<file path="config.mk">
export PLATFORM = sky130hd
export DESIGN_NAME = fet_ctrl
export DESIGN_NICKNAME = d
export VERILOG_FILES = /design/src/hw/rtl/fet_pkg.sv /design/src/hw/rtl/fet_ctrl.sv
export SDC_FILE = /design/constraint.sdc
export NUM_CORES = 1
export LEC_CHECK = 0
export BUFFER_PORTS_ARGS = -buffer_cell sky130_fd_sc_hd__buf_2
export CELL_PAD_IN_SITES_DETAIL_PLACEMENT = 1
export CELL_PAD_IN_SITES_GLOBAL_PLACEMENT = 1
export CORE_AREA = 2 2 39 41
export DETAILED_ROUTE_END_ITERATION = 8
export DIE_AREA = 0 0 41 43
export GPL_TIMING_DRIVEN = 0
export PLACE_DENSITY_LB_ADDON = 0.1
export REMOVE_ABC_BUFFERS = 1
export SETUP_SLACK_MARGIN = 0.05
export SYNTH_ARGS = -nofsm -noshare
export SYNTH_HDL_FRONTEND = slang
export SYNTH_SLANG_ARGS = --single-unit
</file>
<file path="constraint.sdc">
create_clock -name clock -period 2.33 [get_ports clock]
set_input_delay 0.233 -clock clock [delete_from_list [all_inputs] [get_ports clock]]
set_output_delay 0.233 -clock clock [all_outputs]
set_load 0.01 [all_outputs]
</file>
<file path="src/hw/rtl/fet_pkg.sv">
// fet_pkg: shared widths, register indexes, mode codes, controller states
// and the command/status structs of the escape-time fractal unit.
// No dependencies.
package fet_pkg;

   // coordinate format, signed Q4.28
   localparam int COORD_BITS = 32;
   localparam int FRAC_BITS  = 28;
   localparam int ITER_BITS  = 16;
   localparam int PIXEL_BITS = 12;
   localparam int SHADE_BITS = 8;

   // exact products and the wide sums built from them
   localparam int PROD_BITS  = 2 * COORD_BITS;
   localparam int WIDE_BITS  = 2 * COORD_BITS + 2;

   // shade divider: k*255 fits in these bits
   localparam int NUM_BITS   = ITER_BITS + SHADE_BITS;

   // configuration port
   localparam int CSR_INDEX_BITS = 3;
   localparam int CSR_DATA_BITS  = 32;

   localparam logic [CSR_INDEX_BITS-1:0] CSR_FRACTAL_MODE = 3'd0;
   localparam logic [CSR_INDEX_BITS-1:0] CSR_MAX_ITER     = 3'd1;
   localparam logic [CSR_INDEX_BITS-1:0] CSR_CONST_REAL   = 3'd2;
   localparam logic [CSR_INDEX_BITS-1:0] CSR_CONST_IMAG   = 3'd3;

   // fractal variants
   localparam logic [1:0] MODE_MANDELBROT = 2'd0;
   localparam logic [1:0] MODE_JULIA      = 2'd1;
   localparam logic [1:0] MODE_SHIP       = 2'd2;
   localparam logic [1:0] MODE_SHIP_CONST = 2'd3;

   localparam logic [ITER_BITS-1:0] MAX_ITER_RESET = 16'd64;

   typedef enum logic [2:0] {
      ST_IDLE,
      ST_MULT,
      ST_TEST,
      ST_DIV,
      ST_FINISH
   } fet_state_type;

   // controller to datapath
   typedef struct packed {
      logic load;
      logic mult;
      logic test;
      logic div_start;
      logic div_step;
      logic out_load;
   } fet_cmd_type;

   // datapath to controller
   typedef struct packed {
      logic cont;
      logic scale;
      logic div_last;
   } fet_status_type;

endpackage

</file>
<file path="src/hw/rtl/fet_ctrl.sv">
// fet_ctrl: sequencer for one pixel at a time and the result valid flag.
// Depends on fet_pkg.
module fet_ctrl (
   input  logic                    clock,
   input  logic                    reset,
   input  logic                    req_valid,
   output logic                    req_ready,
   output logic                    rsp_valid,
   input  logic                    rsp_ready,
   input  fet_pkg::fet_status_type status,
   output fet_pkg::fet_cmd_type    cmd
);
   import fet_pkg::*;

   fet_state_type state_ff, state_in;
   logic          rsp_valid_ff, rsp_valid_in;
   logic          out_free;

   always_ff @(posedge clock) begin
      if (reset) begin
         state_ff     <= ST_IDLE;
         rsp_valid_ff <= 1'b0;
      end else begin
         state_ff     <= state_in;
         rsp_valid_ff <= rsp_valid_in;
      end
   end

   // result register is free when empty or its beat leaves now
   assign out_free = !rsp_valid_ff || rsp_ready;

   // next state and commands
   always_comb begin
      state_in  = state_ff;
      req_ready = 1'b0;
      cmd       = '0;
      unique case (state_ff)
         ST_IDLE: begin
            req_ready = 1'b1;
            if (req_valid) begin
               cmd.load = 1'b1;
               state_in = ST_MULT;
            end
         end
         ST_MULT: begin
            cmd.mult = 1'b1;
            state_in = ST_TEST;
         end
         ST_TEST: begin
            cmd.test = 1'b1;
            if (status.cont) begin
               state_in = ST_MULT;
            end else if (status.scale) begin
               cmd.div_start = 1'b1;
               state_in      = ST_DIV;
            end else begin
               state_in = ST_FINISH;
            end
         end
         ST_DIV: begin
            cmd.div_step = 1'b1;
            if (status.div_last) begin
               state_in = ST_FINISH;
            end
         end
         ST_FINISH: begin
            if (out_free) begin
               cmd.out_load = 1'b1;
               state_in     = ST_IDLE;
            end
         end
         default: begin
            state_in = ST_IDLE;
         end
      endcase
   end

   // result valid
   always_comb begin
      if (cmd.out_load) begin
         rsp_valid_in = 1'b1;
      end else if (rsp_ready) begin
         rsp_valid_in = 1'b0;
      end else begin
         rsp_valid_in = rsp_valid_ff;
      end
   end

   assign rsp_valid = rsp_valid_ff;

endmodule

</file>
* Word-level counts from Yosys, hierarchy flattened
Index checks and enable logic that the tools add are counted.
Operators by class: $add $sub $neg 0, multiply operators 0, divide/modulo/power cells 0, order comparisons 0, equal/unequal tests 7, shift operators 0, mux-type cells 18, bitwise logic cells 0, reductions and logical operators 5
Operators by type and width (number):
- 3-bit 2-to-1 mux | 5
- 3-bit one-hot mux with 5 select lines | 1
- 1-bit 2-to-1 mux | 11
- 3-bit by 2-bit == test with 1-bit output (second input constant) | 2
- 2-bit != test (second input constant) | 3
- 3-bit by 1-bit == test with 1-bit output (second input constant) | 1
- 3-bit == test (second input constant) | 1
- 3-bit zero test | 1
- 3-bit AND reduction | 1
- 2-bit 2-to-1 mux | 1
- 2-bit nonzero test | 1
- 1-bit zero test | 1
- 1-bit logical OR | 1
Storage, ports and cells: register bits 4, bits in latches 0, RAM bits 0, memory bits (read-only) 0, output and inout bits 8, word-level logic and storage cells 32, memories 0

* Logic depth before layout (Yosys ltp)
depth in word-level cells 5, mapped depth 4

* Worst setup path after synthesis
OpenSTA, ideal clock, no wires.
path type register to output, from register state_ff[2], to output port cmd[5] in the netlist's numbering, arrival time 0.942 ns, required time 2.097 ns, setup slack 1.155 ns, stages on the path, launching flop included 3, path buffers 1, cell sequence dfxtp_1 -> clkbuf_1 -> nor4b_1
RTL lines:
- start, declared | line fet_ctrl.sv:15 | fet_state_type state_ff, state_in;
- start signal, assigned | line fet_ctrl.sv:24 | state_ff <= state_in;
- end, declared | line fet_ctrl.sv:11 | output fet_pkg::fet_cmd_type cmd

==> impl_metrics.yaml <==
status:
  outcome: "finished clean"
route:
  wl_um: 709
  first_pass_iters: 3
  route.detailed.drc: 0
  vias: 280
  drt_iter0_markers: 2
  ant_nets: 0
  post_drt_via_cell_ratio: 4.44
  routed_wl_per_cell_um: 11.3
timing:
  final.min_clock_period_ps: 1400
  max_clock_freq_ghz: 0.713
  whs_ps: 242
  final_hold_viol_count: 0
  finalSetupViolCount: 0
  timing.slew.headroom_pct: 78.7
  worst_slew_pin_slew_ps: 319
  post_route_setup_slack_ps: 928
  maxSlewViolCount: 0
  fin_skew_ps: 5.93
  fin_tns_setup_ps: 0
  rsz0062_at_grt: "false"
  min_period_over_period_pct: 60.2
clock_network:
  post_cts_hold_buffer_count: 0
  post_cts.repair.setup_buffers: 0
  clock_path_buffers: 2
  htree_levels: 1
  clock_latency_ps: 230
  clkSinkCount: 4
  clk_pin_slew_ps: 40
  cts_resized: 0
  root_buffer: "sky130_fd_sc_hd__clkbuf_4"
  cts_tree: "built"
  tritoncts.num_buffers: 3
power:
  power.density_nw_per_um2: 592
  leakagePower_nw: 0.156
  p_total_uw: 202
  irDropWorstVdd_mv: 0.184
logic_synthesis:
  synth-xor-area-share_pct: 0
  synth_cell_type_count: 18
  yosys.area_share.adder_pct: 0
  synth_seq_area_share_pct: 31.4
  largest_family_of_logic_cells_by_synthesized_area: "simple AND/OR/NAND/NOR gates"
  post_synth_and_or_nand_nor_area_fraction_pct: 40.7
  synthesis.yosys.warnings: 0
  synth_compound_area_share_pct: 16.2
  count_of_mapped_cells_out_of_synthesis: 34
  post_synth.cell_area_avg_um2: 7.51
  synth.area.mux_share_pct: 0
  post_synth_instance_area_um2: 255
  synth_seq_cells: 4
die:
  start_util_pct: 18.4
  die_ar_um2: 1760
  die_w_um: 41
  std_cell_rows: 14
  dieHeight_um: 43
  ios: 15
  core-area_um2: 1380
hold_path:
  hold_path_class: "primary input to flop"
  hold_depth: 2
setup_path:
  critPathCaptureType: "primary output"
  worst_r2r_path_depth: 3
  critical_path.max_stage_delay_ps: 500
  critPathMaxFanout: 10
  crit_family: "flip-flops"
  worstSetupPathDepth: 3
  kind_of_start_point_of_the_critical_path: "flop"
  critPathArrivalTime_ps: 1170
  worst_ep_required_time_ps: 2100
  crit_chain: "nor2_1, and3_1, buf_2"
  critical_path.slowest_cell: "sky130_fd_sc_hd__dfxtp_1"
  path_class: "flop to primary output"
  crit_buf_inv: 1
place:
  detailed_place.area_um2: 319
  detailed_placement_hpwl_um: 578
  dp_cells: 60
  io_buffers: 14
  place_ws_ps: 1090
  gp_congestion: 0.632
final_layout:
  postLayoutCoreUtil_pct: 24.7
  antenna_cells: 0
  nets_final: 56
  fillers: 186
  post_route_cells_drive_above_1_share_pct: 40.4
  final_cells: 63
  final_cell_area_um2: 342
  p_r_area_growth_vs_syn_pct: 33.8
grt:
  grt_first_pass_wirelength_um: 1230
  gr-usage-all-layers_pct: 10.8
  grt_antenna_before_repair: 0
  grt_start_max_net_pins: 11
  global_route.overflow_total: 0
  number_of_global_route_vias_before_repair: 285
job:
  drv_cap: 0
==> final cells by class <==
class | instances | area (um^2) | area share, %
Multi-Input combinational cell | 25 | 145 | 42.5
Inverter | 1 | 3.75 | 1.10
Tap cell | 16 | 20.0 | 5.86
Clock buffer | 3 | 22.5 | 6.59
Sequential cell | 4 | 80.1 | 23.4
Timing Repair Buffer | 14 | 70.1 | 20.5
==> path summary, 6_finish.rpt <==
| check | start | to | slack, ps |
|---|---|---|---|
| worst max-delay path | state_ff[0]$_SDFFE_PP0P_ | cmd[0] | 930 |
| worst min-delay path | reset | state_ff[0]$_SDFFE_PP0P_ | 240 |
| worst max register to register | state_ff[0]$_SDFFE_PP0P_ | state_ff[2]$_SDFFE_PP0P_ | 1090 |
| worst min register to register | rsp_valid$_SDFFE_PP0P_ | rsp_valid$_SDFFE_PP0P_ | 520 |
==> where the power goes <==
group	internal (mW)	switching [mW]	total, mW
Combinational	0.0179	0.0205	0.0384
Clock	0.0575	0.0272	0.0847
Sequential	0.0720	0.00721	0.0792
Total	0.147	0.0549	0.202
==> metal layers <==
layer	GRT usage, %	vias up	part of all wire, %
li1	-	143	-
met1	11.6	127	40
met2	15.6	10	51
met3	4.71	0	8.7
met4	8.00	0	0
met5	0	-	0
==> cells in the mapped netlist <==
cell	n	area, um^2
sky130_fd_sc_hd__and3_1	1	6.26
sky130_fd_sc_hd__a32oi_1	1	8.76
sky130_fd_sc_hd__a31oi_1	1	6.26
sky130_fd_sc_hd__nor2_1	6	22.5
sky130_fd_sc_hd__buf_6	1	11.3
sky130_fd_sc_hd__nand2_1	4	15.0
sky130_fd_sc_hd__a211oi_2	1	12.5
sky130_fd_sc_hd__nor3_1	4	20.0
sky130_fd_sc_hd__dfxtp_1	4	80.1
sky130_fd_sc_hd__nand2b_1	2	12.5
sky130_fd_sc_hd__or3_4	1	11.3
sky130_fd_sc_hd__a31o_1	1	8.76
sky130_fd_sc_hd__nor4b_1	1	8.76
sky130_fd_sc_hd__clkbuf_1	2	7.51
sky130_fd_sc_hd__buf_4	1	7.51
sky130_fd_sc_hd__a21oi_1	1	5.00
sky130_fd_sc_hd__nor3b_1	1	7.51
sky130_fd_sc_hd__inv_1	1	3.75
==> flip-flops by register name, summed over array words and instances, names as in the netlist <==
| name | cells |
|---|---|
| rsp_valid | 1 |
| state_ff | 3 |
==> kinds of logic after synthesis <==
family | count (synthesis)
AOI/OAI and AO/OA | 5
buffers and inverters | 5
DFF | 4
and+or+nand+nor | 20
==> worst reg2reg max path: stages (launching register included) <==
cell and delay, ps:
sky130_fd_sc_hd__dfxtp_1 390, sky130_fd_sc_hd__or3_4 430, sky130_fd_sc_hd__a211oi_2 230, sky130_fd_sc_hd__a31o_1 120
==> layout by cell type (no fill, tap or decap) <==
cell,instances
sky130_fd_sc_hd__buf_2,14
sky130_fd_sc_hd__nor2_1,6
sky130_fd_sc_hd__nor3_1,4
sky130_fd_sc_hd__nand2_1,4
sky130_fd_sc_hd__dfxtp_1,4
sky130_fd_sc_hd__clkbuf_4,3
sky130_fd_sc_hd__nand2b_1,2
sky130_fd_sc_hd__and3_1,1
sky130_fd_sc_hd__inv_1,1
sky130_fd_sc_hd__nor4b_1,1
sky130_fd_sc_hd__or3_4,1
sky130_fd_sc_hd__nor3b_1,1
sky130_fd_sc_hd__a31oi_1,1
sky130_fd_sc_hd__a21oi_1,1
sky130_fd_sc_hd__a32oi_1,1
sky130_fd_sc_hd__a211oi_2,1
sky130_fd_sc_hd__a31o_1,1
(Power assumes the default switching activity.)
